`config.mk`:
```
export PLATFORM = sky130hd
export DESIGN_NAME = fbsdp_queue
export DESIGN_NICKNAME = d
export VERILOG_FILES = /design/src/rtl/core/fbsdp_pkg.sv /design/src/rtl/core/fbsdp_queue.sv
export SDC_FILE = /design/constraint.sdc
export NUM_CORES = 1
export LEC_CHECK = 0
export BUFFER_PORTS_ARGS = -buffer_cell sky130_fd_sc_hd__buf_2
export CAP_MARGIN = 20
export CORE_ASPECT_RATIO = 1.5
export CORE_UTILIZATION = 30
export DETAILED_ROUTE_END_ITERATION = 16
export GPL_ROUTABILITY_DRIVEN = 0
export PLACE_DENSITY = 0.47
export REMOVE_ABC_BUFFERS = 1
export SKIP_CTS_REPAIR_TIMING = 1
export SLEW_MARGIN = 20
export SYNTH_ARGS = -nofsm -noshare
export SYNTH_HDL_FRONTEND = slang
export SYNTH_SLANG_ARGS = --single-unit
```
`constraint.sdc`:
```
create_clock -name clk -period 2.7 [get_ports clk]
set_input_delay 0.54 -clock clk [delete_from_list [all_inputs] [get_ports clk]]
set_output_delay 0.54 -clock clk [all_outputs]
set_load 0.005 [all_outputs]
```
`src/rtl/core/fbsdp_pkg.sv`:
```
package fbsdp_pkg;

  localparam int LANES   = 8;
  localparam int LIDX_W  = (LANES > 1) ? $clog2(LANES) : 1;
  localparam int QDEPTH  = 4;
  localparam int QPTR_W  = $clog2(QDEPTH);

  localparam logic [31:0] QNAN_BITS = 32'h7FC0_0000;
  localparam logic [31:0] ONE_BITS  = 32'h3F80_0000;

  localparam logic [1:0] K_FIN = 2'd0;
  localparam logic [1:0] K_INF = 2'd1;
  localparam logic [1:0] K_NAN = 2'd2;

  typedef struct packed {
    logic               sign;
    logic [1:0]         kind;
    logic [23:0]        sig;
    logic signed [11:0] exp;
  } fnum_t;

  // Weighted-and-scaled element waiting for the accumulator
  typedef struct packed {
    logic [31:0] ws;
    logic [31:0] act;
    logic        last;
  } fe_item_t;

  function automatic fnum_t unpack(input logic [31:0] b);
    fnum_t r;
    r.sign = b[31];
    r.kind = K_FIN;
    r.sig  = '0;
    r.exp  = '0;
    if (b[30:23] == 8'hFF) begin
      r.kind = (b[22:0] != '0) ? K_NAN : K_INF;
    end else if (b[30:23] == 8'h00) begin
      r.sig = {1'b0, b[22:0]};
      r.exp = -12'sd149;
    end else begin
      r.sig = {1'b1, b[22:0]};
      r.exp = $signed({4'b0, b[30:23]}) - 12'sd150;
    end
    return r;
  endfunction

  function automatic logic [5:0] msb64(input logic [63:0] x);
    logic [5:0] k;
    k = '0;
    for (int i = 0; i < 64; i++) begin
      if (x[i]) k = 6'(i);
    end
    return k;
  endfunction

  // Exact e4m3fn decode to FP32 bits
  function automatic logic [31:0] e4m3_bits(input logic [7:0] v);
    logic [31:0] r;
    logic [3:0]  e;
    logic [2:0]  man;
    e   = v[6:3];
    man = v[2:0];
    if (e == 4'd0) begin
      if (man == 3'd0) r = {v[7], 31'b0};
      else if (man[2]) r = {v[7], 8'd120, man[1:0], 21'b0};
      else if (man[1]) r = {v[7], 8'd119, man[0], 22'b0};
      else             r = {v[7], 8'd118, 23'b0};
    end else if (e == 4'hF && man == 3'h7) begin
      r = QNAN_BITS;
    end else begin
      r = {v[7], 8'(e) + 8'd120, man, 20'b0};
    end
    return r;
  endfunction

  // Round sign * sig * 2^exp to FP32, nearest-even, subnormals kept
  function automatic logic [31:0] round_pack(input logic sign, input logic [63:0] sig,
                                             input logic signed [11:0] exp);
    int          shift;
    int          biased;
    logic [63:0] m;
    logic [63:0] rem;
    logic [63:0] half;
    logic        up;
    logic [31:0] r;
    shift = int'(msb64(sig)) - 23;
    if (-149 - int'(exp) > shift) shift = -149 - int'(exp);
    up   = 1'b0;
    m    = '0;
    rem  = '0;
    half = '0;
    if (sig == '0) begin
      r = {sign, 31'b0};
    end else begin
      if (shift <= 0) begin
        m = sig << (-shift);
      end else if (shift >= 64) begin
        up = (shift == 64) && (sig > 64'h8000_0000_0000_0000);
      end else begin
        rem  = sig & ((64'd1 << shift) - 64'd1);
        half = 64'd1 << (shift - 1);
        m    = sig >> shift;
        up   = (rem > half) || (rem == half && m[0]);
      end
      if (up) m = m + 64'd1;
      if (m == (64'd1 << 24)) begin
        m = m >> 1;
        shift = shift + 1;
      end
      if (m >= (64'd1 << 23)) begin
        biased = shift + int'(exp) + 150;
        if (biased >= 255) r = {sign, 8'hFF, 23'b0};
        else               r = {sign, biased[7:0], m[22:0]};
      end else begin
        r = {sign, 8'b0, m[22:0]};
      end
    end
    return r;
  endfunction

endpackage

```
`src/rtl/core/fbsdp_queue.sv`:
```
module fbsdp_queue
  import fbsdp_pkg::*;
(
  input  logic     clk,
  input  logic     rst,
  input  logic     push,
  input  fe_item_t push_item,
  output logic     push_ready,
  input  logic     pop,
  output logic     pop_valid,
  output fe_item_t pop_item
);

  fe_item_t            mem [QDEPTH];
  logic [QPTR_W-1:0]   wr_ptr;
  logic [QPTR_W-1:0]   rd_ptr;
  logic [QPTR_W:0]     count;
  logic                do_push;
  logic                do_pop;

  assign push_ready = (count != (QPTR_W+1)'(QDEPTH));
  assign pop_valid  = (count != '0);
  assign pop_item   = mem[rd_ptr];
  assign do_push    = push && push_ready;
  assign do_pop     = pop && pop_valid;

  always_ff @(posedge clk) begin
    if (rst) begin
      wr_ptr <= '0;
      rd_ptr <= '0;
      count  <= '0;
    end else begin
      if (do_push) wr_ptr <= wr_ptr + 1'b1;
      if (do_pop)  rd_ptr <= rd_ptr + 1'b1;
      count <= count + (QPTR_W+1)'(do_push) - (QPTR_W+1)'(do_pop);
    end
  end

  always_ff @(posedge clk) begin
    if (do_push) mem[wr_ptr] <= push_item;
  end

`ifndef ASSERT_OFF
  a_count_bound: assert property (@(posedge clk) disable iff (rst)
    count <= (QPTR_W+1)'(QDEPTH))
    else $error("queue count overflow");
  a_ptr_gap: assert property (@(posedge clk) disable iff (rst)
    (QPTR_W)'(wr_ptr - rd_ptr) == count[QPTR_W-1:0])
    else $error("queue pointers disagree with count");
  a_count_step: assert property (@(posedge clk) disable iff (rst)
    do_push && !do_pop |=> count == $past(count) + 1'b1)
    else $error("queue count did not advance on transfer");
`endif

endmodule

```
* Word level (Yosys, flattened, before mapping)
Memory sizes are Yosys's and may differ from the RTL's. A register that Yosys moved wholly into a read port is not among the register bits.
Cells that the tools add are included.
** Operators by class
- Bitwise gates (word level) :: 0
- $add $sub $neg :: 4
- Shift-type cells :: 0
- $lt $le $gt $ge :: 0
- Div/mod/pow operators :: 0
- Multiplexer cells :: 4
- $mul :: 0
- Eq/ne operators :: 1
- Reductions and logical operators :: 3
** Operators with widths (number)
- 2-bit by 1-bit adder with 2-bit output (second input constant) :: 2
- 2-bit two-way mux :: 2
- 3-bit by 1-bit adder with 3-bit output :: 1
- 3-bit != test (second input constant) :: 1
- 3-bit nonzero test :: 1
- 3-bit by 1-bit subtractor with 3-bit output :: 1
- 1-bit logical AND :: 2
- 1-bit two-way mux :: 2
** Storage, ports and cells
- Memories kept :: 1
- Output and inout bits :: 67
- Memory bits (read-only) :: 0
- Bits in latches :: 0
- Register bits after elaboration :: 7
- Bits in writable memories :: 260
- Word-level logic and storage cells :: 16
** Memories
- mem :: depth 4, bits a word 65, read ports 1, clocked after Yosys merged registers in 1, write ports 1, RTL line fbsdp_queue.sv:14 : fe_item_t mem [QDEPTH];

* Longest topological paths before layout
- Depth in word-level cells :: 4
- Depth in mapped cells :: 11
- Mapped depth without buffers :: 11

* Worst setup path before layout
No wires, ideal clock.
- Path kind :: input-to-reg
- Start :: input push
- End :: memory mem[2][0] (netlist name), enable pin
- Arrival :: 2.368 ns
- Stages :: 2
- Path buffers :: 0
- Setup slack :: -0.098 ns
- Library setup time :: 0.430 ns
- Path through :: a21boi_2 > and2_1
** Between the ends
- Longest elaborated chain between the ends :: 3
** RTL lines
- start: declaration :: RTL line fbsdp_queue.sv:6 : input logic push,
- 1-bit logical AND :: RTL line fbsdp_queue.sv:24 : assign do_push = push && push_ready;
- 1-bit two-way mux :: RTL line fbsdp_queue.sv:40 : if (do_push) mem[wr_ptr] <= push_item;
- 1-bit two-way mux (implied by the code) :: RTL line fbsdp_queue.sv:40
- end: declaration :: RTL line fbsdp_queue.sv:14
Every way passes these cells.

==> results by stage <==
Timing:
- At the pin with the least slew margin, the transition time is 551 ps.
- Measured against its own limit, the worst slew margin works out to between 60% and 70%.
- The ratio of final minimum period to clock period is 91.3%.
- The worst clock skew is 6.84 ps.
- The total setup violations reported at the end of the flow is 0.
- The worst hold-check slack is 222 ps.
- The routed design could run at a clock period as short as 2470 ps.
- The hold violation count in the final report is 0.
- Setup repair after global routing left no endpoint under its margin.
- Based on the critical path, the design can be clocked at up to between 0.4 and 0.5 GHz.
- The number of pins exceeding their max-slew limit in the final report is 0.

Synthesis:
- In the post-synthesis netlist, the biggest area contributors are edfxtp_1 (79%), mux4_2 (15%), dfxtp_1 (1.8%), buf_12 (1.0%), ha_1 (0.76%).
- In the synthesized netlist, the cells that appear most often are edfxtp_1 (260), mux4_2 (65), dfxtp_1 (9), nor2_1 (8).
- In the synthesized netlist the dominant register cell turns out to be edfxtp_1.
- The sequential element share of the synthesized area is 80.7%.
- edfxtp_1 is the most common cell in the netlist.
- The largest total area in the synthesized netlist belongs to edfxtp_1.
- The synthesized netlist contains 25 unique library cells.
- The top cell type's share of synthesized area is 78.9%.
- The number of synthesis warnings is 0.
- The number of synthesized register bits is around 270.
- The cell area after synthesis is a little under 0.01 mm^2.
- The average footprint of a synthesized cell is about 25 um^2.
- The number of enable-type register cells in the synthesized netlist is 260.
- After synthesis, the share of flip-flops with an asynchronous set or reset is 0%.
- The gate count of the mapped netlist is about 390.

Pwr:
- The sequential fraction of design power is a little under half.
- The leakage power total is between 3 and 4 nW.
- The switching share of total power is between 20% and 30%.
- The peak supply drop is around 0.53 mV.
- Summed over all nets, the switching power comes to ~2.9 mW.
- Of the total power, the clock network draws between 30% and 40%.
- Overall power consumption after layout is estimated at roughly 11 mW.
- Dividing total power by cell area gives a power density of about 940 mW/mm^2.
- Of the total power, combinational logic draws 21.9%.
- The internal power of the cells totals between 8 and 9 mW.

Critical path:
- The cell type of the slowest stage on the worst timing path is mux4_2.
- The worst setup path is launched from a flop.
- The critical path goes through buf_12, mux4_2, buf_2.
- Along the worst path, the maximum fanout reaches 34.
- The worst setup path is captured at a primary output.
- The count of buffer and inverter cells on the critical path is 2.
- The number of cells on the worst reg-to-reg path is 11.
- The data arrival at the endpoint of the critical path is between 1500 and 2000 ps.
- Counting buffers and inverters, the worst setup path is 3 cells deep.
- The biggest cell delay along the critical path is between 500 and 600 ps.
- The worst path required time is 2160 ps.
- The critical path start-end classification is reg -> out.
- In this design, the largest share of critical-path delay is due to multiplexers.

Drt:
- In this run the top signal layer used is met5.
- The wire length on met2 is approximately 11,000 um.
- The starting DRC count in detailed routing is 218.
- The final antenna-violating net count is 0.
- The first-pass detailed-route iteration total is 4.
- The count of unresolved DRC violations after routing is 0.
- In the final routed layout, each cell accounts on average for approximately 20 um.
- Summed over all layers, the routed wires come to about 20,000 um.
- The post-detailed-route via-to-cell ratio is ~4.6.
- The length of routed met3 wiring is between 900 and 1000 um.
- The routed length on met1 is around 7000 um.
- The routed layout has roughly 4,500 vias.

Placed design:
- The count of buffers added on input and output ports is between 100 and 150.
- The post-placement cell area is roughly 0.011 mm^2.
- After legalization and detailed placement, the total HPWL measured ~11,000 um.

GRT:
- The wire length of the first global-routing pass is 29,300 um.
- The initial antenna violation count came to 1.
- The total overflow left after global routing is 0.
- The via count of the first global-routing pass is a little over 5,000.
- The pin count of the biggest net entering global routing is 66.
- For this run, the total global-route usage over all layers was measured as a little under an eighth.

Status:
- The run finished with clean final reports.

CTS:
- TritonCTS built the clock tree.
- Buffers inserted during clock tree synthesis total 26.
- The root buffer cell is clkbuf_16.
- The clock reaches the later pin of the worst-skew pair after between 500 and 600 ps.
- The worst-case clock buffer depth is 3.
- In this run the number of H-tree levels came out at 1.
- The clock transition at the register clock pins on the worst setup and hold paths after CTS is approximately 60 ps.
- The CTS sink count is approximately 270.

Floorplanning:
- In this run the vertical extent of the chip is between 200 and 250 um.
- The area of the core is about 0.033 mm^2.
- The initialized floorplan defines 81 standard-cell rows.
- For this configuration, the core starts out at a cell density of a little over 30%.
- The die outline area is about 0.034 mm^2.
- In this run the horizontal extent of the chip is 150 um.
- In this run the count of I/O pins placed on the die edge is roughly 140.

Run:
- The number of violations of the max-capacitance limit is 0.

Layout:
- The post-route cell area is roughly 0.012 mm^2.
- The number of nets in the finished design is ~620.
- The number of diodes added for antenna fixing is 0.
- Compared with the post-synthesis result, the final layout area differs by 20.6%.
- The fraction of final layout cells with drive strength greater than 1 is ~45%.
- The layout has 2,961 filler cells.

Min path:
- The number of cells traversed by the worst hold path is 1.
- The tightest min-delay check is of the in -> reg type.
==> cell families (layout without fill, tap and decap cells) <==
logic type	after synthesis	after routing	share of synthesized area, %
AO/OA/AOI/OAI	3	3	0.291
buffers and inverters	20	198	1.77
XOR/XNOR	3	3	0.266
adder cells (fa/ha/maj)	7	7	0.961
multiplexers	67	67	15.0
AND/OR/NAND/NOR	19	19	0.961
flip-flops	269	269	80.7
==> sequential cells by signal, summed over array words and instances, names as in the netlist, named ones only <==
register,flops
count,3
mem,260
rd_ptr,2
wr_ptr,2
==> worst paths after layout <==
kind	start	to	slack, ps
max	flop	pop_item[11]	230
min	push_item[30]	mem[2][30]	220
max reg2reg	count[1]	count[2]	410
min reg2reg	wr_ptr[1]	wr_ptr[1]	520
==> cells in the final DEF, fill, tap and decap left out, types with 2 or more instances in the layout <==
cell type,n
xor2_1,2
bufinv_16,2
clkinv_1,8
nand2b_1,2
buf_2,135
inv_1,5
clkbuf_1,5
buf_12,7
and2_4,4
dfxtp_1,7
ha_1,6
nor2_1,8
edfxtp_1,260
clkbuf_16,27
clkinv_2,4
mux4_2,65
dfxtp_4,2
buf_4,3
==> cell type report <==
cell class	instances	area, um^2	area share [%]
Clock buffer	32	694	5.82
Timing Repair Buffer	145	838	7.03
Sequential cell	269	8000	67.0
Inverter	5	18.8	0.157
Multi-Input combinational cell	99	1740	14.6
Clock inverter	16	126	1.06
Tap cell	415	519	4.35
==> power by group through the flow <==
stage                     clock, mW  sequential, mW  combinational, mW
after global placement            0            5.34               2.53
after CTS                      3.63            5.29               2.57
after floorplan                   0            5.54               1.29
final                          3.50            5.28               2.46
after global routing           3.76            5.32               2.70
after detailed placement          0            5.38               2.57
==> metal layers <==
metal	up-vias	track usage [%]
met5	-	0
met4	2	4.43
met3	32	2.60
met2	96	22.6
met1	2400	12.2
li1	1961	-
==> through the flow <==
stage	worst slack, ps	cells	TNS, ps	utilization, %
after global placement	488	933	0	34.2
after CTS	155	981	0	36.7
final	235	981	0	36.7
after floorplan	-1270	373	-107890	-
after global routing	132	981	0	36.7
after detailed placement	362	933	0	34.2
(Power assumes the default switching activity.)
