[src/rtl/core/fbsdp_pkg.sv]
package fbsdp_pkg;

  localparam int LANES   = 8;
  localparam int LIDX_W  = (LANES > 1) ? $clog2(LANES) : 1;
  localparam int QDEPTH  = 4;
  localparam int QPTR_W  = $clog2(QDEPTH);

  localparam logic [31:0] QNAN_BITS = 32'h7FC0_0000;
  localparam logic [31:0] ONE_BITS  = 32'h3F80_0000;

  localparam logic [1:0] K_FIN = 2'd0;
  localparam logic [1:0] K_INF = 2'd1;
  localparam logic [1:0] K_NAN = 2'd2;

  typedef struct packed {
    logic               sign;
    logic [1:0]         kind;
    logic [23:0]        sig;
    logic signed [11:0] exp;
  } fnum_t;

  // Weighted-and-scaled element waiting for the accumulator
  typedef struct packed {
    logic [31:0] ws;
    logic [31:0] act;
    logic        last;
  } fe_item_t;

  function automatic fnum_t unpack(input logic [31:0] b);
    fnum_t r;
    r.sign = b[31];
    r.kind = K_FIN;
    r.sig  = '0;
    r.exp  = '0;
    if (b[30:23] == 8'hFF) begin
      r.kind = (b[22:0] != '0) ? K_NAN : K_INF;
    end else if (b[30:23] == 8'h00) begin
      r.sig = {1'b0, b[22:0]};
      r.exp = -12'sd149;
    end else begin
      r.sig = {1'b1, b[22:0]};
      r.exp = $signed({4'b0, b[30:23]}) - 12'sd150;
    end
    return r;
  endfunction

  function automatic logic [5:0] msb64(input logic [63:0] x);
    logic [5:0] k;
    k = '0;
    for (int i = 0; i < 64; i++) begin
      if (x[i]) k = 6'(i);
    end
    return k;
  endfunction

  // Exact e4m3fn decode to FP32 bits
  function automatic logic [31:0] e4m3_bits(input logic [7:0] v);
    logic [31:0] r;
    logic [3:0]  e;
    logic [2:0]  man;
    e   = v[6:3];
    man = v[2:0];
    if (e == 4'd0) begin
      if (man == 3'd0) r = {v[7], 31'b0};
      else if (man[2]) r = {v[7], 8'd120, man[1:0], 21'b0};
      else if (man[1]) r = {v[7], 8'd119, man[0], 22'b0};
      else             r = {v[7], 8'd118, 23'b0};
    end else if (e == 4'hF && man == 3'h7) begin
      r = QNAN_BITS;
    end else begin
      r = {v[7], 8'(e) + 8'd120, man, 20'b0};
    end
    return r;
  endfunction

  // Round sign * sig * 2^exp to FP32, nearest-even, subnormals kept
  function automatic logic [31:0] round_pack(input logic sign, input logic [63:0] sig,
                                             input logic signed [11:0] exp);
    int          shift;
    int          biased;
    logic [63:0] m;
    logic [63:0] rem;
    logic [63:0] half;
    logic        up;
    logic [31:0] r;
    shift = int'(msb64(sig)) - 23;
    if (-149 - int'(exp) > shift) shift = -149 - int'(exp);
    up   = 1'b0;
    m    = '0;
    rem  = '0;
    half = '0;
    if (sig == '0) begin
      r = {sign, 31'b0};
    end else begin
      if (shift <= 0) begin
        m = sig << (-shift);
      end else if (shift >= 64) begin
        up = (shift == 64) && (sig > 64'h8000_0000_0000_0000);
      end else begin
        rem  = sig & ((64'd1 << shift) - 64'd1);
        half = 64'd1 << (shift - 1);
        m    = sig >> shift;
        up   = (rem > half) || (rem == half && m[0]);
      end
      if (up) m = m + 64'd1;
      if (m == (64'd1 << 24)) begin
        m = m >> 1;
        shift = shift + 1;
      end
      if (m >= (64'd1 << 23)) begin
        biased = shift + int'(exp) + 150;
        if (biased >= 255) r = {sign, 8'hFF, 23'b0};
        else               r = {sign, biased[7:0], m[22:0]};
      end else begin
        r = {sign, 8'b0, m[22:0]};
      end
    end
    return r;
  endfunction

endpackage

[src/rtl/core/fbsdp_if.sv]


interface fbsdp_out_if;
  logic        valid;
  logic        ready;
  logic [31:0] dot_product;

  modport source (output valid, dot_product, input ready);
  modport sink (input valid, dot_product, output ready);
endinterface

[src/rtl/core/fbsdp_back.sv]
module fbsdp_back
  import fbsdp_pkg::*;
(
  input  logic      clk,
  input  logic      rst,
  input  logic      pop_valid,
  input  fe_item_t  pop_item,
  output logic      pop,
  fbsdp_out_if.source out_ch
);

  localparam logic [2:0] S_IDLE = 3'd0;
  localparam logic [2:0] S_MUL  = 3'd1;
  localparam logic [2:0] S_ADD  = 3'd2;
  localparam logic [2:0] S_RND  = 3'd3;
  localparam logic [2:0] S_LOAD = 3'd4;
  localparam logic [2:0] S_OUT  = 3'd5;

  logic [2:0]        state;
  logic              reducing;
  logic              row_last;
  logic [LIDX_W-1:0] idx;
  logic [LIDX_W-1:0] jdx;
  logic [31:0]       lane [LANES];
  logic [31:0]       sum;
  logic [31:0]       op_a;
  logic [31:0]       op_b;
  logic [31:0]       op_c;
  logic              out_valid;
  logic [31:0]       out_data;

  // multiply stage
  logic               m_sp;
  logic [47:0]        m_p;
  logic signed [11:0] m_ep;
  logic               m_zsign;
  logic [23:0]        m_zsig;
  logic signed [11:0] m_zexp;
  logic [31:0]        m_c;
  logic               m_spec;
  logic [31:0]        m_spec_bits;

  // add stage
  logic               a_direct;
  logic [31:0]        a_bits;
  logic [63:0]        a_r;
  logic signed [11:0] a_eb;
  logic               a_rs;

  fnum_t       x;
  fnum_t       y;
  fnum_t       z;
  logic        sp;
  logic        spec;
  logic [31:0] spec_bits;

  logic [5:0]         kp;
  logic [5:0]         kz;
  logic [63:0]        pn;
  logic [63:0]        zn;
  logic signed [11:0] epn;
  logic signed [11:0] ecn;
  logic [63:0]        bg;
  logic [63:0]        sm;
  logic [63:0]        sm_sh;
  logic signed [11:0] eb;
  logic signed [11:0] d;
  logic               sbg;
  logic               ssm;
  logic               n_direct;
  logic [31:0]        n_bits;
  logic [63:0]        n_r;
  logic signed [11:0] n_eb;
  logic               n_rs;
  logic [31:0]        res;

  assign out_ch.valid       = out_valid;
  assign out_ch.dot_product = out_data;
  assign pop                = (state == S_IDLE) && pop_valid;

  // special operands of a*b+c
  always_comb begin
    x         = unpack(op_a);
    y         = unpack(op_b);
    z         = unpack(op_c);
    sp        = x.sign ^ y.sign;
    spec      = 1'b0;
    spec_bits = QNAN_BITS;
    if (x.kind == K_NAN || y.kind == K_NAN || z.kind == K_NAN) begin
      spec = 1'b1;
    end else if (x.kind == K_INF || y.kind == K_INF) begin
      spec = 1'b1;
      if (!((x.kind == K_FIN && x.sig == '0) || (y.kind == K_FIN && y.sig == '0)) &&
          !(z.kind == K_INF && z.sign != sp)) begin
        spec_bits = {sp, 8'hFF, 23'b0};
      end
    end else if (z.kind == K_INF) begin
      spec      = 1'b1;
      spec_bits = op_c;
    end
  end

  // align and add
  always_comb begin
    kp    = msb64({16'b0, m_p});
    kz    = msb64({40'b0, m_zsig});
    pn    = {16'b0, m_p} << (7'd61 - {1'b0, kp});
    zn    = {40'b0, m_zsig} << (7'd61 - {1'b0, kz});
    epn   = m_ep - 12'(7'd61 - {1'b0, kp});
    ecn   = m_zexp - 12'(7'd61 - {1'b0, kz});
    if (epn >= ecn) begin
      bg = pn; sm = zn; eb = epn; sbg = m_sp; ssm = m_zsign; d = epn - ecn;
    end else begin
      bg = zn; sm = pn; eb = ecn; sbg = m_zsign; ssm = m_sp; d = ecn - epn;
    end
    if (d >= 12'sd64) begin
      sm_sh = {63'b0, |sm};
    end else if (d > 12'sd0) begin
      sm_sh = (sm >> d[5:0]) | {63'b0, |(sm & ((64'd1 << d[5:0]) - 64'd1))};
    end else begin
      sm_sh = sm;
    end
    n_direct = 1'b0;
    n_bits   = '0;
    n_eb     = eb;
    if (sbg == ssm) begin
      n_r = bg + sm_sh; n_rs = sbg;
    end else if (bg >= sm_sh) begin
      n_r = bg - sm_sh; n_rs = sbg;
    end else begin
      n_r = sm_sh - bg; n_rs = ssm;
    end
    if (m_spec) begin
      n_direct = 1'b1;
      n_bits   = m_spec_bits;
    end else if (m_p == '0) begin
      n_direct = 1'b1;
      n_bits   = (m_zsig != '0) ? m_c : {m_sp && m_zsign, 31'b0};
    end else if (m_zsig == '0) begin
      n_r  = {16'b0, m_p};
      n_eb = m_ep;
      n_rs = m_sp;
    end else if (n_r == '0) begin
      n_direct = 1'b1;
    end
  end

  assign res = a_direct ? a_bits : round_pack(a_rs, a_r, a_eb);

  always_ff @(posedge clk) begin
    if (rst) begin
      state     <= S_IDLE;
      reducing  <= 1'b0;
      row_last  <= 1'b0;
      idx       <= '0;
      jdx       <= '0;
      sum       <= '0;
      out_valid <= 1'b0;
      for (int i = 0; i < LANES; i++) lane[i] <= '0;
    end else begin
      if (out_valid && out_ch.ready && state != S_OUT) out_valid <= 1'b0;
      case (state)
        S_IDLE: begin
          if (pop_valid) begin
            op_a     <= pop_item.ws;
            op_b     <= pop_item.act;
            op_c     <= lane[idx];
            row_last <= pop_item.last;
            state    <= S_MUL;
          end
        end
        S_MUL:  state <= S_ADD;
        S_ADD:  state <= S_RND;
        S_RND: begin
          if (!reducing) begin
            lane[idx] <= res;
            idx       <= (idx == LIDX_W'(LANES - 1)) ? '0 : idx + 1'b1;
            if (row_last) begin
              reducing <= 1'b1;
              jdx      <= '0;
              sum      <= '0;
              state    <= S_LOAD;
            end else begin
              state <= S_IDLE;
            end
          end else begin
            sum <= res;
            if (jdx == LIDX_W'(LANES - 1)) begin
              state <= S_OUT;
            end else begin
              jdx   <= jdx + 1'b1;
              state <= S_LOAD;
            end
          end
        end
        S_LOAD: begin
          op_a  <= ONE_BITS;
          op_b  <= lane[jdx];
          op_c  <= sum;
          state <= S_MUL;
        end
        S_OUT: begin
          // hold the row sum until the output register frees up
          if (!out_valid || out_ch.ready) begin
            out_valid <= 1'b1;
            out_data  <= sum;
            reducing  <= 1'b0;
            idx       <= '0;
            for (int i = 0; i < LANES; i++) lane[i] <= '0;
            state     <= S_IDLE;
          end
        end
        default: state <= S_IDLE;
      endcase
    end
  end

  always_ff @(posedge clk) begin
    if (state == S_MUL) begin
      m_sp        <= sp;
      m_p         <= x.sig * y.sig;
      m_ep        <= x.exp + y.exp;
      m_zsign     <= z.sign;
      m_zsig      <= z.sig;
      m_zexp      <= z.exp;
      m_c         <= op_c;
      m_spec      <= spec;
      m_spec_bits <= spec_bits;
    end
    if (state == S_ADD) begin
      a_direct <= n_direct;
      a_bits   <= n_bits;
      a_r      <= n_r;
      a_eb     <= n_eb;
      a_rs     <= n_rs;
    end
  end

`ifndef ASSERT_OFF
  a_pop_idle: assert property (@(posedge clk) disable iff (rst)
    pop |-> state == S_IDLE && !reducing)
    else $error("queue popped while busy");
  a_row_cleared: assert property (@(posedge clk) disable iff (rst)
    state == S_OUT && (!out_valid || out_ch.ready) |=> idx == '0 && out_valid)
    else $error("row not cleared after result");
  a_reduce_start: assert property (@(posedge clk) disable iff (rst)
    state == S_RND && !reducing && row_last |=> reducing && jdx == '0 && sum == '0)
    else $error("reduction did not start from zero");
`endif

endmodule

[src/flat_wrapper.sv]
// flat-port wrapper written by rule: the top's interface ports become plain ports
module fbsdp_back_flat import fbsdp_pkg::*;
  (clk, rst, pop_valid, pop_item, pop, out_ch_valid, out_ch_dot_product, out_ch_ready);
  fbsdp_out_if out_ch_i ();
  input  logic clk;
  input  logic rst;
  input  logic pop_valid;
  input  fe_item_t pop_item;
  output logic pop;
  output wire logic [$bits(out_ch_i.valid)-1:0] out_ch_valid;
  output wire logic [$bits(out_ch_i.dot_product)-1:0] out_ch_dot_product;
  input wire logic [$bits(out_ch_i.ready)-1:0] out_ch_ready;
  assign out_ch_valid = out_ch_i.valid;
  assign out_ch_dot_product = out_ch_i.dot_product;
  assign out_ch_i.ready = out_ch_ready;
  fbsdp_back u_core (.clk(clk), .rst(rst), .pop_valid(pop_valid), .pop_item(pop_item), .pop(pop), .out_ch(out_ch_i));
endmodule
[config.mk]
export PLATFORM = sky130hd
export DESIGN_NAME = fbsdp_back_flat
export DESIGN_NICKNAME = d
export VERILOG_FILES = /design/src/rtl/core/fbsdp_pkg.sv /design/src/rtl/core/fbsdp_if.sv /design/src/rtl/core/fbsdp_back.sv /design/src/flat_wrapper.sv
export SDC_FILE = /design/constraint.sdc
export NUM_CORES = 2
export LEC_CHECK = 0
export BUFFER_PORTS_ARGS = -buffer_cell sky130_fd_sc_hd__buf_4
export CORE_AREA = 2 2 392 394
export DETAILED_ROUTE_END_ITERATION = 10
export DIE_AREA = 0 0 394 396
export PLACE_DENSITY = 0.81
export SYNTH_ARGS = -nofsm -noshare
export SYNTH_HDL_FRONTEND = slang
export SYNTH_SLANG_ARGS = --single-unit
[constraint.sdc]
create_clock -name clk -period 24.1 [get_ports clk]
set_input_delay 4.82 -clock clk [delete_from_list [all_inputs] [get_ports clk]]
set_output_delay 4.82 -clock clk [all_outputs]
set_load 0.02 [all_outputs]
==> key figures, run 1 <==
Clock network
  • CTS H-tree lvls: 3
  • Clock Path Buffers: 3
  • Post-CTS sizing: 0
  • Clock sink count: roughly 700
  • Cts hold-fix bufs: 0
  • Clk root buf: clkbuf_16
  • Post-CTS Setup Bufs: 0
  • TritonCTS buffer count: 73

Synthesis
  • Syn_area_per_cell: a little over 8 um^2
  • Synth warn: 0
  • Sequential area share after synthesis: 0.210
  • Async SR Flop Fraction: 0
  • Seq cells post-synth: between 700 and 800
  • Mapped Cells: approximately 12,000
  • Mapped Area: around 98,000 um^2
  • Share of the synthesized area in the top cell type: 0.200
  • Post-synth EDFFs: roughly 650
  • Cell taking the most area after synthesis: edfxtp_1
  • Ys flop type: edfxtp_1
  • Synth unique cells: roughly 130
  • Synth area leaders: edfxtp_1, fa_1, ha_1

Placed design
  • DP HPWL: 368 mm
  • GP Congestion: roughly 1.3
  • PortBufs: slightly above 100

Run status
  • Stopped at: global routing
  • Tool error: [ERROR GRT-0229] Vertical edge usage exceeds the maximum allowed. (5, 0) usage=65535 limit=2200
  • Status: aborted with a tool error

Floorplan
  • IO Pins: roughly 100
  • Row Count: approximately 140
  • Initial Util: 0.647
  • Die Y: 396 um
  • DIE WIDTH: 394 um

GRT
  • Pin count of the biggest net entering global routing: between 90 and 100
-- logic make-up after synthesis --
group | after synthesis | share of synthesized area
simple gates | 4178 | 0.196
buf+inv | 1722 | 0.0687
fa+ha+maj | 1072 | 0.174
mux | 689 | 0.0942
other cells | 2 | 0.0000766
flops | 703 | 0.210
compound gates | 3457 | 0.233
xor+xnor | 264 | 0.0237
-- through the flow --
stage	util	cell area, um^2	cells	hold WS [ps]	setup WS, ps
after floorplan	-	98200	12100	430	4740
after global placement	0.666	101000	13700	445	2170
after detailed placement	0.666	101000	13700	457	1460
after CTS	0.682	103000	13800	463	727
-- synth_stat cells, drive strengths merged, types with 59 or more instances --
library cell  instances
and2                161
xnor2               194
o21a                 75
a22oi               113
nand2b               75
o221ai               59
clkbuf              640
nor3                269
and3                 79
xor2                 70
ha                  581
o31ai                98
o211ai              148
o22ai               276
a21o                 98
mux4                177
a31oi               115
inv                 827
nand2              1458
a21oi               916
or2                  61
nand4               124
buf                 237
nand3               275
fa                  491
mux2i               417
nor4                157
o21ai               627
nor2b                98
edfxtp              653
mux2                 95
o21bai              116
a211oi              158
nor2               1247
==> inputs of run 2 (changes only) <==
--- a/config.mk
+++ b/config.mk
@@ -6,10 +6,10 @@
 export NUM_CORES = 2
 export LEC_CHECK = 0
 export BUFFER_PORTS_ARGS = -buffer_cell sky130_fd_sc_hd__buf_4
-export CORE_AREA = 2 2 392 394
+export CORE_AREA = 2 2 499 501
 export DETAILED_ROUTE_END_ITERATION = 10
-export DIE_AREA = 0 0 394 396
-export PLACE_DENSITY = 0.81
+export DIE_AREA = 0 0 501 503
+export PLACE_DENSITY_LB_ADDON = 0.15
 export SYNTH_ARGS = -nofsm -noshare
 export SYNTH_HDL_FRONTEND = slang
 export SYNTH_SLANG_ARGS = --single-unit
==> run 2 against run 1 <==
Compared with the run above: the flow now finishes, with violations (design-rule violations, max-capacitance violations, max-slew violations); synthesized cell count stayed put; area after synthesis stayed put.
==> key figures, run 2 <==
Route
  • Total Wirelength: between 500 and 600 mm
  • DR vias: 104,000
  • DRC violations left: 2
  • Drt wl/cell: between 30 and 40 um
  • Post-route ant nets: 0
  • Drt first pass iters: 11
  • Initial drt markers: between 15,000 and 20,000
  • Vias/cell: approximately 6.8

Floorplan
  • Row Count: 183 (+28%)
  • IO Pins: 103 (unchanged)
  • Die Y: 503 um (+27%)
  • Die area: between 200,000 and 300,000 um^2
  • Core ar.: about 250,000 um^2
  • Initial Util: 0.397 (-0.250)
  • DIE WIDTH: 501 um (+27%)

GRT
  • Initial antenna violation count: 34
  • First-pass GRT wire length: roughly 760 mm
  • Overflow after GRT: 0
  • Total GRT Usage: 0.418
  • Vias in the first global route: a little under 100k
  • Pin count of the biggest net entering global routing: 104

Worst setup path
  • RR Endpoint: u_core.sum[18]
  • Worst reg2reg path depth: 83
  • CP endpoint kind: register
  • Critical R2R Launch: u_core.a_r[10]
  • CP most frequent cell: a21oi_1
  • Worst setup endpoint: u_core.sum[18]
  • CP max stage delay: 820 ps
  • Slowest-stage cell, CP: nor3_1
  • Crit Path Max Fanout: 23
  • Critical Setup Path Class: register to register
  • CP Depth: between 80 and 90
  • Delay-heaviest family, CP: simple AND/OR/NAND/NOR gates
  • Crit path launch type: register
  • Slack of the worst reg-to-reg path: about 1300 ps
  • Critical path arrival: ~23,000 ps
  • Crit. Startpoint: u_core.a_r[10]
  • Critical Path RT: 24,680 ps
  • Buf/Inv on CP: 6

Synthesis
  • Sequential area share after synthesis: 0.210 (unchanged)
  • Most frequent cell after synthesis: nand2_1
  • Async SR Flop Fraction: 0 (unchanged)
  • Seq cells post-synth: 703 (unchanged)
  • Share of the synthesized area in the top cell type: 0.200 (unchanged)
  • Mapped Cells: 12,100 (unchanged)
  • Syn_area_per_cell: 8.11 um^2 (unchanged)
  • Cell taking the most area after synthesis: edfxtp_1
  • Post-synth EDFFs: 653 (unchanged)
  • Synth area leaders: edfxtp_1, fa_1, ha_1
  • Mapped Area: 98,000 um^2 (unchanged)
  • Synth unique cells: 127 (unchanged)
  • Synth cell count leaders: nand2_1, nor2_1, a21oi_1
  • Ys flop type: edfxtp_1
  • Synth warn: 0 (unchanged)

Clock network
  • CTS tree: done
  • Clock sink count: 703 (unchanged)
  • Cts hold-fix bufs: 0 (unchanged)
  • Worst skew pair latency: around 740 ps
  • Clock Path Buffers: 3 (unchanged)
  • Post-CTS Setup Bufs: 0 (unchanged)
  • Post-CTS sizing: 0 (unchanged)
  • TritonCTS buffer count: 79 (+8.2%)
  • Clock Pin Slew Worst Setup and Hold Paths: approximately 70 ps
  • CTS H-tree lvls: 3 (unchanged)
  • Clk root buf: clkbuf_16

Timing
  • Hold Vio Cnt, Final: 0
  • Final worst path period share: 0.948
  • Fin crit period: approximately 23,000 ps
  • Final setup TNS: 0 ps
  • Worst-margin pin slew: between 1500 and 2000 ps
  • Setup violators final: 0
  • Max_slew headroom: -0.101
  • RSZ-0062 raised after global routing: false
  • Fmax: approximately 0.044 GHz
  • Worst Clk Skew: between 80 and 90 ps
  • Slew Viols, Final: 7

Finish
  • Max reg flops: approximately 260
  • Area of the multi-input gates: around 71,000 um^2
  • Top Registers: u_core.lane (256), u_core.a_r (64), u_core.m_p (48)
  • P&R area growth vs syn: 8.36%
  • Commonest non-fill, non-tap cells in the layout: nand2_1, nor2_1, a21oi_1
  • Share of cells above drive strength 1: 0.101
  • Sequential Area: just over 20,000 um^2
  • Layout fillers: between 20,000 and 25,000
  • Commonest non-fill, non-tap cell in the layout: nand2_1
  • Nets: between 10,000 and 15,000
  • Register with the most flip-flops: u_core.lane

Min path
  • Worst Hold Class: register to register

Placed design
  • DP HPWL: 425 mm (+16%)
  • PortBufs: 102 (unchanged)
  • GP Congestion: 1.11 (-12%)

Run status
  • Status: finished with violations
  • Failing checks: design-rule violations, max-capacitance violations, max-slew violations

Job
  • Max-capacitance violation count: 3
[run 2: cell counts after synthesis]
Identical to the previous run, type by type.
[run 2: per-stage QoR]
stage          area (um^2)  hold slack (ps)  setup slack, ps   util  instances
2_1_floorplan        98200              430             4740      -      12100
3_3_place_gp        103000              452             1640  0.419      15000
3_5_place_dp        103000              448             1490  0.419      15000
4_1_cts             106000              475             1400  0.430      15200
5_1_grt             106000              483             91.2  0.430      15200
6_report            106000              471             1260  0.430      15200
[run 2: logic make-up (layout without fill, tap and decap cells)]
| family | Yosys count | in the layout | synth area share |
|---|---|---|---|
| mux | 689 | 689 | 0.0942 |
| compound gates | 3457 | 3457 | 0.233 |
| xor+xnor | 264 | 264 | 0.0237 |
| fa+ha+maj | 1072 | 1072 | 0.174 |
| simple gates | 4178 | 4178 | 0.196 |
| buf+inv | 1722 | 1535 | 0.0687 |
| other cells | 2 | 69 | 0.0000766 |
| flops | 703 | 703 | 0.210 |
[run 2: how the worst min path moves through the flow]
stage / startpoint / slack, ps / cells after the start / to
after floorplan: u_core.sum[31] / 430 / 0 / u_core.out_ch.dot_product[31]
after global placement: u_core.sum[27] / 450 / 0 / u_core.out_ch.dot_product[27]
after detailed placement: u_core.sum[4] / 450 / 0 / u_core.out_ch.dot_product[4]
after CTS: u_core.sum[4] / 470 / 0 / u_core.out_ch.dot_product[4]
after global routing: u_core.sum[4] / 480 / 0 / u_core.out_ch.dot_product[4]
final: u_core.sum[4] / 470 / 0 / u_core.out_ch.dot_product[4]
[run 2: layer usage]
metal / global-route usage / vias up / routed length, um
met3: 0.124 / 1367 / 64900
li1: - / 43600 / -
met4: 0.216 / 32 / 35000
met2: 0.602 / 7087 / 224000
met5: 0 / - / 430
met1: 0.564 / 51900 / 221000
[run 2: worst reg2reg max path: cells and delay by family (launching register included)]
| family | cells | cell delay, ps |
|---|---|---|
| AND/OR/NAND/NOR | 34 | 9750 |
| AO/OA/AOI/OAI | 35 | 8240 |
| adder cells (fa/ha/maj) | 7 | 2280 |
| buffers and inverters | 6 | 1550 |
| flip-flops | 1 | 700 |
| XOR/XNOR | 1 | 170 |
[run 2: area by class of cell]
cell class / count / area share
clock buffers: 91 / 0.0193
repair buffers: 544 / 0.0402
multi-input cells: 9705 / 0.672
inverters: 845 / 0.0299
flip-flops and latches: 703 / 0.194
clock inverters: 55 / 0.00558
diodes: 24 / 0.000565
well taps: 3237 / 0.0381
Power of run 2 is not shown: default switching activity piles up to over one toggle a cycle in this logic, so the estimate is an artifact.
