--- config.mk ---
export PLATFORM = sky130hd
export DESIGN_NAME = fbsdp_front_flat
export DESIGN_NICKNAME = d
export VERILOG_FILES = /design/src/rtl/core/fbsdp_pkg.sv /design/src/rtl/core/fbsdp_if.sv /design/src/rtl/core/fbsdp_front.sv /design/src/flat_wrapper.sv
export SDC_FILE = /design/constraint.sdc
export NUM_CORES = 1
export LEC_CHECK = 0
export BUFFER_PORTS_ARGS = -buffer_cell sky130_fd_sc_hd__buf_2
export CAP_MARGIN = 20
export CORE_ASPECT_RATIO = 0.6
export CORE_MARGIN = 1.5
export CORE_UTILIZATION = 50
export CTS_CLUSTER_DIAMETER = 120
export CTS_CLUSTER_SIZE = 25
export DETAILED_ROUTE_END_ITERATION = 10
export PLACE_DENSITY = 0.75
export SETUP_SLACK_MARGIN = 0.2
export SYNTH_ARGS = -nofsm -noshare
export SYNTH_HDL_FRONTEND = slang
export SYNTH_SLANG_ARGS = --single-unit
export TNS_END_PERCENT = 100
--- constraint.sdc ---
create_clock -name clk -period 27.4 [get_ports clk]
set_input_delay 8.22 -clock clk [delete_from_list [all_inputs] [get_ports clk]]
set_output_delay 8.22 -clock clk [all_outputs]
set_load 0.02 [all_outputs]
--- src/rtl/core/fbsdp_pkg.sv ---
package fbsdp_pkg;

  localparam int LANES   = 8;
  localparam int LIDX_W  = (LANES > 1) ? $clog2(LANES) : 1;
  localparam int QDEPTH  = 4;
  localparam int QPTR_W  = $clog2(QDEPTH);

  localparam logic [31:0] QNAN_BITS = 32'h7FC0_0000;
  localparam logic [31:0] ONE_BITS  = 32'h3F80_0000;

  localparam logic [1:0] K_FIN = 2'd0;
  localparam logic [1:0] K_INF = 2'd1;
  localparam logic [1:0] K_NAN = 2'd2;

  typedef struct packed {
    logic               sign;
    logic [1:0]         kind;
    logic [23:0]        sig;
    logic signed [11:0] exp;
  } fnum_t;

  // Weighted-and-scaled element waiting for the accumulator
  typedef struct packed {
    logic [31:0] ws;
    logic [31:0] act;
    logic        last;
  } fe_item_t;

  function automatic fnum_t unpack(input logic [31:0] b);
    fnum_t r;
    r.sign = b[31];
    r.kind = K_FIN;
    r.sig  = '0;
    r.exp  = '0;
    if (b[30:23] == 8'hFF) begin
      r.kind = (b[22:0] != '0) ? K_NAN : K_INF;
    end else if (b[30:23] == 8'h00) begin
      r.sig = {1'b0, b[22:0]};
      r.exp = -12'sd149;
    end else begin
      r.sig = {1'b1, b[22:0]};
      r.exp = $signed({4'b0, b[30:23]}) - 12'sd150;
    end
    return r;
  endfunction

  function automatic logic [5:0] msb64(input logic [63:0] x);
    logic [5:0] k;
    k = '0;
    for (int i = 0; i < 64; i++) begin
      if (x[i]) k = 6'(i);
    end
    return k;
  endfunction

  // Exact e4m3fn decode to FP32 bits
  function automatic logic [31:0] e4m3_bits(input logic [7:0] v);
    logic [31:0] r;
    logic [3:0]  e;
    logic [2:0]  man;
    e   = v[6:3];
    man = v[2:0];
    if (e == 4'd0) begin
      if (man == 3'd0) r = {v[7], 31'b0};
      else if (man[2]) r = {v[7], 8'd120, man[1:0], 21'b0};
      else if (man[1]) r = {v[7], 8'd119, man[0], 22'b0};
      else             r = {v[7], 8'd118, 23'b0};
    end else if (e == 4'hF && man == 3'h7) begin
      r = QNAN_BITS;
    end else begin
      r = {v[7], 8'(e) + 8'd120, man, 20'b0};
    end
    return r;
  endfunction

  // Round sign * sig * 2^exp to FP32, nearest-even, subnormals kept
  function automatic logic [31:0] round_pack(input logic sign, input logic [63:0] sig,
                                             input logic signed [11:0] exp);
    int          shift;
    int          biased;
    logic [63:0] m;
    logic [63:0] rem;
    logic [63:0] half;
    logic        up;
    logic [31:0] r;
    shift = int'(msb64(sig)) - 23;
    if (-149 - int'(exp) > shift) shift = -149 - int'(exp);
    up   = 1'b0;
    m    = '0;
    rem  = '0;
    half = '0;
    if (sig == '0) begin
      r = {sign, 31'b0};
    end else begin
      if (shift <= 0) begin
        m = sig << (-shift);
      end else if (shift >= 64) begin
        up = (shift == 64) && (sig > 64'h8000_0000_0000_0000);
      end else begin
        rem  = sig & ((64'd1 << shift) - 64'd1);
        half = 64'd1 << (shift - 1);
        m    = sig >> shift;
        up   = (rem > half) || (rem == half && m[0]);
      end
      if (up) m = m + 64'd1;
      if (m == (64'd1 << 24)) begin
        m = m >> 1;
        shift = shift + 1;
      end
      if (m >= (64'd1 << 23)) begin
        biased = shift + int'(exp) + 150;
        if (biased >= 255) r = {sign, 8'hFF, 23'b0};
        else               r = {sign, biased[7:0], m[22:0]};
      end else begin
        r = {sign, 8'b0, m[22:0]};
      end
    end
    return r;
  endfunction

endpackage

--- src/rtl/core/fbsdp_if.sv ---
interface fbsdp_in_if;
  logic        valid;
  logic        ready;
  logic [7:0]  weight_code;
  logic [31:0] activation_bits;
  logic [15:0] scale_bits;
  logic        last_element;

  modport source (output valid, weight_code, activation_bits, scale_bits, last_element,
                  input ready);
  modport sink (input valid, weight_code, activation_bits, scale_bits, last_element,
                output ready);
endinterface


--- src/rtl/core/fbsdp_front.sv ---
module fbsdp_front
  import fbsdp_pkg::*;
(
  input  logic       clk,
  input  logic       rst,
  fbsdp_in_if.sink   in_ch,
  output logic       push,
  output fe_item_t   push_item,
  input  logic       push_ready
);

  logic               a_valid;
  logic               a_sp;
  logic [47:0]        a_prod;
  logic signed [11:0] a_ep;
  logic               a_spec;
  logic [31:0]        a_spec_bits;
  logic [31:0]        a_act;
  logic               a_last;

  fnum_t       x;
  fnum_t       y;
  logic        sp;
  logic        spec;
  logic [31:0] spec_bits;
  logic        take;

  assign push         = a_valid;
  assign in_ch.ready  = !a_valid || push_ready;
  assign take         = in_ch.valid && in_ch.ready;

  always_comb begin
    x         = unpack(e4m3_bits(in_ch.weight_code));
    y         = unpack({in_ch.scale_bits, 16'b0});
    sp        = x.sign ^ y.sign;
    spec      = 1'b0;
    spec_bits = QNAN_BITS;
    if (x.kind == K_NAN || y.kind == K_NAN) begin
      spec = 1'b1;
    end else if (x.kind == K_INF || y.kind == K_INF) begin
      spec = 1'b1;
      if (!((x.kind == K_FIN && x.sig == '0) || (y.kind == K_FIN && y.sig == '0))) begin
        spec_bits = {sp, 8'hFF, 23'b0};
      end
    end
  end

  always_ff @(posedge clk) begin
    if (rst) begin
      a_valid <= 1'b0;
    end else if (take) begin
      a_valid <= 1'b1;
    end else if (push_ready) begin
      a_valid <= 1'b0;
    end
  end

  always_ff @(posedge clk) begin
    if (take) begin
      a_sp        <= sp;
      a_prod      <= x.sig * y.sig;
      a_ep        <= x.exp + y.exp;
      a_spec      <= spec;
      a_spec_bits <= spec_bits;
      a_act       <= in_ch.activation_bits;
      a_last      <= in_ch.last_element;
    end
  end

  always_comb begin
    push_item.ws   = a_spec ? a_spec_bits : round_pack(a_sp, {16'b0, a_prod}, a_ep);
    push_item.act  = a_act;
    push_item.last = a_last;
  end

endmodule

--- src/flat_wrapper.sv ---
// flat-port wrapper written by rule: the top's interface ports become plain ports
module fbsdp_front_flat import fbsdp_pkg::*;
  (clk, rst, push, push_item, push_ready, in_ch_valid, in_ch_weight_code, in_ch_activation_bits, in_ch_scale_bits, in_ch_last_element, in_ch_ready);
  fbsdp_in_if in_ch_i ();
  input  logic clk;
  input  logic rst;
  output logic push;
  output fe_item_t push_item;
  input  logic push_ready;
  input wire logic [$bits(in_ch_i.valid)-1:0] in_ch_valid;
  input wire logic [$bits(in_ch_i.weight_code)-1:0] in_ch_weight_code;
  input wire logic [$bits(in_ch_i.activation_bits)-1:0] in_ch_activation_bits;
  input wire logic [$bits(in_ch_i.scale_bits)-1:0] in_ch_scale_bits;
  input wire logic [$bits(in_ch_i.last_element)-1:0] in_ch_last_element;
  output wire logic [$bits(in_ch_i.ready)-1:0] in_ch_ready;
  assign in_ch_i.valid = in_ch_valid;
  assign in_ch_i.weight_code = in_ch_weight_code;
  assign in_ch_i.activation_bits = in_ch_activation_bits;
  assign in_ch_i.scale_bits = in_ch_scale_bits;
  assign in_ch_i.last_element = in_ch_last_element;
  assign in_ch_ready = in_ch_i.ready;
  fbsdp_front u_core (.clk(clk), .rst(rst), .in_ch(in_ch_i), .push(push), .push_item(push_item), .push_ready(push_ready));
endmodule
# Yosys cells after proc, flatten, opt, wreduce, memory -nomap -nowiden
# Cells that the tools add are included.
[totals] regBits=128 latch_bits=0 mem_bits_rw=0 mem_bits_ro=0 in_bits=61 output_inout_bits=67 wordCells=155 mem_count=0
[classes] addsub=13 multipliers=1 n_div=0 magnitude_cmp=7 eq_ne=11 shifts=4 mux=81 bitwise=3 reduce_logical=26
[ops] cell="2-to-1 mux 64 bit" count=7
[ops] cell="2-to-1 mux 32 bit" count=6
[ops] cell="2-to-1 mux 36 bit" count=4
[ops] cell="<< shifter 1 x 32 -> 64 bit, first input constant" count=2
[ops] cell="2-to-1 mux 6 bit" count=16
[ops] cell="2-to-1 mux 31 bit" count=3
[ops] cell="2-to-1 mux 5 bit" count=16
[ops] cell="adder 64 x 1 -> 64 bit, second input constant" count=1
[ops] cell="bitwise AND 48 x 64 -> 64 bit" count=1
[ops] cell="equality test 64 x 25 -> 1 bit, second input constant" count=1
[ops] cell="equality test 64 bit" count=1
[ops] cell=">= comparator 64 x 24 -> 1 bit, second input constant" count=1
[ops] cell="greater-than comparator 48 x 64 -> 1 bit, second input constant" count=1
[ops] cell="greater-than comparator 64 bit" count=1
[ops] cell="<< shifter 48 x 32 -> 64 bit" count=1
[ops] cell="right shift 48 x 32 -> 64 bit" count=1
[ops] cell="subtractor 64 x 1 -> 64 bit, second input constant" count=1
[ops] cell="logical NOT 24 bit" count=2
[ops] cell="logical NOT 48 bit" count=1
[ops] cell="multiplier 24 x 24 -> 48 bit" count=1
[ops] cell="adder 32 x 12 -> 32 bit" count=1
[ops] cell="adder 32 x 2 -> 32 bit, second input constant" count=1
[ops] cell="adder 32 x 9 -> 32 bit, second input constant" count=1
[ops] cell="equality test 32 x 8 -> 1 bit, second input constant" count=1
[ops] cell="38 further kinds" count=74

# Depth between registers and ports, before layout
# Gate-level depths: netlist (run 1).
[depth] depth_word=71 depth_mapped=66 depth_no_buf=58

# Worst setup path before layout (run 1)
# OpenSTA, ideal clock, no wires.
[synth_path] path_kind="register to output" startpoint="register u_core.a_prod[41]" endpoint="output port push_item[34] (netlist bit)" t_arrival_ns=13.034 t_required_ns=19.180 path_slack_ns=6.146 path_stages_with_launch=62 n_path_buf=8 path_cell_list="edfxtp_1 > buf_4 > inv_2 > a221o_1 > a21oi_4 > clkbuf_1 > ha_1 > buf_1 > inv_1 > ha_1 > nor2b_1 > o211ai_1 > a21o_1 > a21oi_2 > buf_4 > buf_4 > buf_2 > clkbuf_1 > [... 26 more ...] > xnor2_1 > ha_1 > inv_1 > fa_1 > a21o_1 > a21oi_1 > o21ai_0 > a21oi_1 > nor2b_1 > or4_1 > a21oi_1 > nand4_1 > nor4_1 > nand4_1 > a2111oi_0 > nand4_1 > and3_4 > nor4_1"
[synth_lines] element="start, declared" line_no="fbsdp_front.sv:14" rtl="logic [47:0] a_prod;"
[synth_lines] element="start signal, assigned" line_no="fbsdp_front.sv:61" rtl="a_prod <= x.sig * y.sig;"
[synth_lines] element="end, declared" line_no="flat_wrapper.sv:8" rtl="output fe_item_t push_item;"

==> results of run 1 <==
-- metrics by stage --
step           utilization [%]  worst slack [ns]  total power, mW  hold slack (ns)  area (um2)
3_5_place_dp              54.8              3.85             1.21            0.505       14100
5_1_grt                   55.9              2.05             1.45            0.561       14400
2_1_floorplan                -              6.15            0.903            0.729       13300
4_1_cts                   55.9              3.45             1.33            0.517       14400
6_report                  55.9              2.97             1.38            0.526       14400
3_3_place_gp              54.8              4.56             1.21            0.490       14100
-- power by group --
part	switching, mW	internal, mW
registers	0.0328	0.122
logic	0.743	0.374
clock network	0.0464	0.0621
total	0.822	0.557
-- final timing paths --
kind                    end               from  slack [ns]
max reg2reg  u_core.a_ep[7]        u_core.push       25.78
max           push_item[34]  u_core.a_prod[47]        2.97
min reg2reg     u_core.push        u_core.push        0.53
min             u_core.push        u_core.push        0.53
-- cell families after synthesis --
group | share of synthesized area (%)
simple gates | 23.4
fa+ha+maj | 17.7
buf+inv | 6.67
flops | 13.9
compound gates | 26.2
xor+xnor | 4.58
mux | 7.54
-- worst register-to-register path, stage by stage, from the launching register on --
cell and delay (ns):
dfxtp_1 0.31, nand2b_1 0.10, and2_2 0.20, buf_4 0.61
-- routing by layer --
metal | track usage, % | wire (um) | vias up
li1 | - | - | 6509
met1 | 53.8 | 22500 | 6568
met2 | 47.3 | 18500 | 969
met3 | 12.5 | 7580 | 71
met4 | 6.42 | 779 | 2
met5 | 0 | 13 | -
-- final cells by class --
type	count	area (um2)	share of cell area (%)
repair buffers	154	838	5.84
inverters	103	387	2.69
well taps	352	440	3.07
multi-input cells	1433	10600	73.6
clock inverters	7	55.1	0.383
flip-flops and latches	62	1850	12.9
clock buffers	9	225	1.57
-- flip-flops by register name, indices dropped and copies added, names as in the netlist --
| register | cells |
|---|---|
| u_core.a_act | 32 |
| u_core.a_ep | 12 |
| u_core.a_last | 1 |
| u_core.a_prod | 12 |
| u_core.a_sp | 1 |
| u_core.a_spec | 1 |
| u_core.a_spec_bits | 2 |
| u_core.push | 1 |
-- Yosys cell counts, types with 20 or more instances --
master	number	area, um2
a21o_1	33	248
a21oi_1	111	556
and3_1	20	125
clkbuf_1	68	255
edfxtp_1	61	1830
ha_1	164	2050
inv_1	96	360
mux2i_1	67	671
nand2_1	163	612
nand3_1	69	345
nand4_1	28	175
nor2_1	140	526
nor3_1	46	230
nor4_1	23	144
o211ai_1	25	188
o21ai_0	70	350
xnor2_1	45	394
xor2_1	20	175
==> impl_metrics.tcl, run 1 <==
set metrics [dict create \
    critical_path.max_stage_delay_ns 0.83 \
    start_util_pct 51.8 \
    area_growth_pct 8.06 \
    fp.dieH_um 129 \
    dominantRegCellSynth "edfxtp_1" \
    clkTransAtPathRegs_ns 0.06 \
    path_depth 56 \
    critPathKind "reg -> out" \
    coreArea_um2 25700 \
    fin_tns_setup_ns 0 \
    cts_hold_repair.buffers 0 \
    finalSetupViolations 0 \
    io_pins 128 \
    crit_required_ns 19.18 \
    yosysSeqAreaShare_pct 13.9 \
    synth_edf_count 61 \
    startpoint_type "flop" \
    ys_warn_count 0 \
    final_common_cell "ha_1" \
    grt_max_degree 59 \
    avgSynthCellArea_um2 7.80 \
    rows 45 \
    finalCritPeriodShare_pct 89.2 \
    crit_path_end_kind "output pin" \
    rsz0062_at_grt "false" \
    dr_total_vias 14100 \
    clock-root-buffer "clkbuf_16" \
    ant_nets 0 \
    drt_wl_total_um 49400 \
    fin_crit_ns 24.43 \
    vdd_drop_max_v 0.0000782 \
    reg2reg_depth 3 \
    cts-htree-levels 3 \
    grt_pass1_vias 12700 \
    worst_pin_slew_ns 1.05 \
    async_flop_share_pct 0 \
    viasPerCell 6.66 \
    num-nets-final 2003 \
    grt_pass1_wl_um 74700 \
    path_common_cell "ha_1" \
    fillers 2448 \
    hold_violations 0 \
    max_freq_ghz 0.0409 \
    die_area_um2 27600 \
    overflow 0 \
    synth_nets 1944 \
    critPathTopFamily "compound AO/OA/AOI/OAI gates" \
    cts_tree "built" \
    leakagePower_nw 6.28 \
    syn_inst 1704 \
    syn_area_um2 13300 \
    postCtsSetupRepairBufs 0 \
    numCtsBuffers 9 \
    clk_path_buf_depth 2 \
    drv_cap 0 \
    cp.arrival_ns 16.21 \
    antenna_found_initial 1 \
    dpl.cell_count 2103 \
    fin_worst_skew_ns 0.00385 \
    wl_per_cell_um 23.3 \
    grtUsageTotal_pct 35.4 \
    cts_resized 0 \
    clk_latency_ns 0.34 \
    place_congestion 1.10 \
    final_cells 2120 \
    hold_class "reg -> reg" \
    status "completed" \
    slowest_stage "ha_1" \
    ys_ff_latch 62 \
    powerDensity_nw_per_um2 96.1 \
    diodes 0 \
    first_pass_iters 7 \
    die_x_um 213 \
    final_cell_mix "ha_1 (164), nand2_1 (163), nor2_1 (140), buf_2 (127), a21oi_1 (111)" \
    synth_cell_types 120 \
    drc_errors 0 \
    slew-limit-headroom_pct 29.6 \
    crit_fanout 40 \
    clkSinkCount 62 \
    layout-drive-gt1-share_pct 15.3 \
    port_buffers 127 \
    critPathBufInv 7 \
    report.final.slew_viol_count 0 \
    drtIter0Drc 1925 \
    min_path_cells 2 \
    dp.final_hpwl_um 39200 \
]
No activity file was read; power rests on OpenSTA's default activity.
==> run 2: changes to the inputs <==
clock period = 26.9 ns   (was 27.4 ns; I/O delays follow)
==> run 2 against run 1 <==
Cell count about the same. Final area decreased by 0.10%. Global-route usage decreased by 1.3 points. First-iteration DRC count increased by 17%. Hold slack got worse by 0.0026 ns. Worst setup slack got worse by 0.26 ns. Clock power about the same. Critical path depth unchanged. Largest power group unchanged.
==> impl_metrics.tcl, run 2 (synthesis gave the netlist of run 1 again) <==
set metrics [dict create \
    coreArea_um2 25700 \
    leakagePower_nw 6.27 \
    drv_cap 0 \
    path_common_cell "ha_1" \
    max_freq_ghz 0.0413 \
    postCtsSetupRepairBufs 0 \
    report.final.slew_viol_count 0 \
    reg2reg_depth 3 \
    min_path_cells 2 \
    fin_tns_setup_ns 0 \
    min-delay-start "u_core.push" \
    clk_path_buf_depth 2 \
    hold_violations 0 \
    startpoint_type "flop" \
    grt_max_degree 59 \
    fin_worst_skew_ns 0.00448 \
    largest_register "u_core.a_act" \
    drc_errors 0 \
    die_x_um 213 \
    layout-drive-gt1-share_pct 15.2 \
    numCtsBuffers 9 \
    finalSetupViolations 0 \
    die_area_um2 27600 \
    ff2ff_setup_slack_ns 25.29 \
    vdd_drop_max_v 0.0000619 \
    dr_total_vias 14200 \
    fillers 2414 \
    fin_crit_ns 24.20 \
    num-nets-final 2001 \
    holdPathEnd "u_core.push" \
    rows 45 \
    drt_wl_total_um 47400 \
    diodes 0 \
    clkSinkCount 62 \
    dp.final_hpwl_um 37800 \
    cp.arrival_ns 16.13 \
    first_pass_iters 7 \
    cts_tree "built" \
    place_congestion 1.09 \
    worst_pin_slew_ns 1.28 \
    cts_hold_repair.buffers 0 \
    powerDensity_nw_per_um2 96.9 \
    r2r-end "u_core.a_ep[0]" \
    cp-startpoint "u_core.a_prod[47]" \
    final_cell_mix "ha_1 (164), nand2_1 (163), nor2_1 (140), buf_2 (127), a21oi_1 (111)" \
    cts_resized 0 \
    clk_latency_ns 0.34 \
    io_pins 128 \
    final_common_cell "ha_1" \
    crit_required_ns 18.83 \
    critPathTopFamily "compound AO/OA/AOI/OAI gates" \
    finalCritPeriodShare_pct 90.0 \
    status "completed" \
    crit_path_end_kind "output pin" \
    grt_pass1_wl_um 72700 \
    worstReg2RegStart "u_core.push" \
    fp.dieH_um 129 \
    antenna_found_initial 0 \
    drtIter0Drc 2254 \
    ant_nets 0 \
    area_growth_pct 7.95 \
    start_util_pct 51.8 \
    port_buffers 127 \
    slowest_stage "edfxtp_1" \
    rsz0062_at_grt "false" \
    critPathKind "reg -> out" \
    reg_top3 "u_core.a_act x32, u_core.a_ep x12, u_core.a_prod x12" \
    viasPerCell 6.71 \
    grtUsageTotal_pct 34.2 \
    slew-limit-headroom_pct 14.9 \
    hold_class "reg -> reg" \
    critical_path.max_stage_delay_ns 0.85 \
    final_util_pct 55.9 \
    wl_per_cell_um 22.4 \
    cts-htree-levels 3 \
    clock-root-buffer "clkbuf_16" \
    clkTransAtPathRegs_ns 0.06 \
    largest_reg_flops 32 \
    critPathBufInv 7 \
    crit_fanout 37 \
    overflow 0 \
    grt_pass1_vias 12700 \
]
-- run 2: cell count changes in the layout (fill, tap and decap cells not counted) --
cell and delta:
buf_4 -3, clkbuf_4 +1
-- run 2: worst max-delay path by stage --
stage	slack (ns)	endpoint	depth (start not counted)
6_report	2.70	push_item[34]	56
5_1_grt	1.84	push_item[34]	57
3_5_place_dp	3.66	push_item[34]	56
3_3_place_gp	4.41	push_item[34]	56
4_1_cts	3.27	push_item[34]	56
2_1_floorplan	5.80	push_item[34]	61
-- run 2: power breakdown --
| part | internal (mW) | leakage [nW] | switching (mW) |
|---|---|---|---|
| Clock | 0.0632 | 0.133 | 0.0455 |
| Sequential | 0.124 | 0.598 | 0.0350 |
| Combinational | 0.378 | 5.54 | 0.745 |
| Total | 0.565 | 6.27 | 0.826 |
-- run 2: cell type report --
class                           instances  area, um2  area share (%)
Multi-Input combinational cell       1433      10600            73.6
Tap cell                              352        440            3.07
Clock buffer                            9        225            1.57
Inverter                              103        387            2.69
Timing Repair Buffer                  152        823            5.74
Sequential cell                        62       1850            12.9
Clock inverter                          7       55.1           0.384
-- run 2: worst reg2reg max path, cell delays in order (launching register included) --
cell	delay [ns]
dfxtp_1	0.31
nand2b_1	0.10
and2_2	0.20
buf_4	0.60
-- run 2: metrics by stage --
stage	hold slack [ns]	setup WS [ns]	cell area, um2	cells	power, mW
floorplan	0.729	5.80	13300	1704	0.920
global placement	0.490	4.41	14100	2100	1.21
detailed placement	0.508	3.66	14100	2100	1.22
CTS	0.522	3.27	14300	2116	1.33
global route	0.593	1.84	14300	2118	1.47
finish	0.523	2.70	14300	2118	1.39
-- run 2: layer usage --
metal | GRT usage [%] | wire, um
met5 | 0 | 0
met1 | 52.1 | 21600
met2 | 45.6 | 17400
met3 | 11.5 | 7460
met4 | 6.67 | 917
==> run 3: changes to the inputs <==
CELL_PAD_IN_SITES_DETAIL_PLACEMENT = 1   (was unset)
CELL_PAD_IN_SITES_GLOBAL_PLACEMENT = 1   (was unset)
CORE_ASPECT_RATIO = unset   (was 0.6)
CORE_UTILIZATION = 46   (was 50)
PLACE_DENSITY = 0.89   (was 0.75)
==> run 3 against run 2 <==
First-iteration DRC count down 26%. Clock-buffer cell count up 1. Sequential cell count unchanged. Maximum frequency up 1.3%. Routed wire length up 16%.
==> impl_metrics.tcl, run 3 (synthesis gave the netlist of run 1 again) <==
set metrics [dict create \
    numCtsBuffers 9 \
    drt_wl_total_um 55100 \
    reg_top3 "u_core.a_act x32, u_core.a_ep x12, u_core.a_prod x12" \
    fp.dieH_um 173 \
    place_congestion 1.06 \
    grt_pass1_vias 15200 \
    clock-root-buffer "clkbuf_16" \
    finalCritPeriodShare_pct 88.8 \
    rows 62 \
    largest_register "u_core.a_act" \
    num-nets-final 1997 \
    clk_path_buf_depth 2 \
    largest_reg_flops 32 \
    diodes 0 \
    crit_fanout 24 \
    drv_cap 0 \
    final_cells 2146 \
    vdd_drop_max_v 0.0000527 \
    dp.final_hpwl_um 41400 \
    slowest_stage "edfxtp_1" \
    clkSinkCount 62 \
    critical_path.max_stage_delay_ns 0.77 \
    start_util_pct 46.6 \
    max_freq_ghz 0.0418 \
    port_buffers 127 \
    worst_pin_slew_ns 1.14 \
    io_pins 128 \
    layout-drive-gt1-share_pct 15.0 \
    coreArea_um2 28500 \
    grt_max_degree 62 \
    finalSetupViolations 0 \
    final_cell_mix "ha_1 (164), nand2_1 (163), nor2_1 (140), buf_2 (127), a21oi_1 (111)" \
    hold_violations 0 \
    postCtsSetupRepairBufs 0 \
    hold_class "reg -> reg" \
    status "completed" \
    fillers 3632 \
    die_x_um 173 \
    wl_per_cell_um 25.7 \
    dpl.cell_count 2130 \
    cts_tree "built" \
    fin_worst_skew_ns 0.00908 \
    whs_ns 0.541 \
    die_area_um2 29900 \
    grt_pass1_wl_um 85500 \
    final_util_pct 50.4 \
    drc_errors 0 \
    leakagePower_nw 6.27 \
    slew-limit-headroom_pct 23.5 \
    overflow 0 \
    cts-htree-levels 3 \
    report.final.slew_viol_count 0 \
    cts_resized 0 \
    fin_crit_ns 23.90 \
    antenna_found_initial 2 \
    cp.arrival_ns 15.83 \
    crit_required_ns 18.83 \
    dr_total_vias 14700 \
    critPathKind "reg -> out" \
    clk_latency_ns 0.35 \
    powerDensity_nw_per_um2 99.7 \
    area_growth_pct 8.28 \
    crit_path_end_kind "output pin" \
    grtUsageTotal_pct 35.9 \
    startpoint_type "flop" \
    viasPerCell 6.86 \
    fin_tns_setup_ns 0 \
    cts_hold_repair.buffers 0 \
    final_common_cell "ha_1" \
    clkTransAtPathRegs_ns 0.06 \
    ant_nets 0 \
    drtIter0Drc 1673 \
    path_common_cell "ha_1" \
    first_pass_iters 6 \
    rsz0062_at_grt "false" \
]
[run 3: critical path, delay by kind of cell (launching register included)]
| kind | cells | cell delay [ns] |
|---|---|---|
| compound gates | 21 | 5.58 |
| xor+xnor | 2 | 0.66 |
| fa+ha+maj | 7 | 2.30 |
| buf+inv | 5 | 1.01 |
| flops | 1 | 0.77 |
| mux | 1 | 0.46 |
| simple gates | 19 | 4.64 |
[run 3: stage by stage]
step	worst slack, ns	area, um2	power (mW)
2_1_floorplan	5.80	13300	0.920
3_3_place_gp	4.79	14100	1.20
3_5_place_dp	3.86	14100	1.23
4_1_cts	3.51	14400	1.38
5_1_grt	2.39	14400	1.50
6_report	3.00	14400	1.43
[run 3: cell type report]
cell class / count / area (um2) / area share [%]
multi-input cells: 1433 / 10600 / 73.4
flip-flops and latches: 62 / 1850 / 12.9
repair buffers: 148 / 793 / 5.51
well taps: 384 / 480 / 3.34
inverters: 103 / 387 / 2.69
clock buffers: 10 / 229 / 1.59
clock inverters: 6 / 86.3 / 0.600
[run 3: per-layer routing]
metal | GRT usage, % | wire length, um
met5 | 0 | 27
met4 | 19.9 | 3320
met3 | 9.30 | 5010
met2 | 60.0 | 25500
met1 | 41.9 | 21200
[run 3: final timing paths]
path	startpoint	slack [ns]	depth (start not counted)	endpoint
hold / removal	u_core.push	0.54	2	u_core.push
setup / recovery	u_core.a_prod[47]	3.00	55	push_item[34]
setup reg to reg	u_core.push	25.28	3	u_core.a_prod[47]
hold reg to reg	u_core.push	0.54	2	u_core.push
[run 3: power breakdown]
part           internal, mW  total, mW  switching (mW)
registers             0.124      0.156          0.0321
logic                 0.377       1.15           0.771
clock network        0.0811      0.131          0.0503
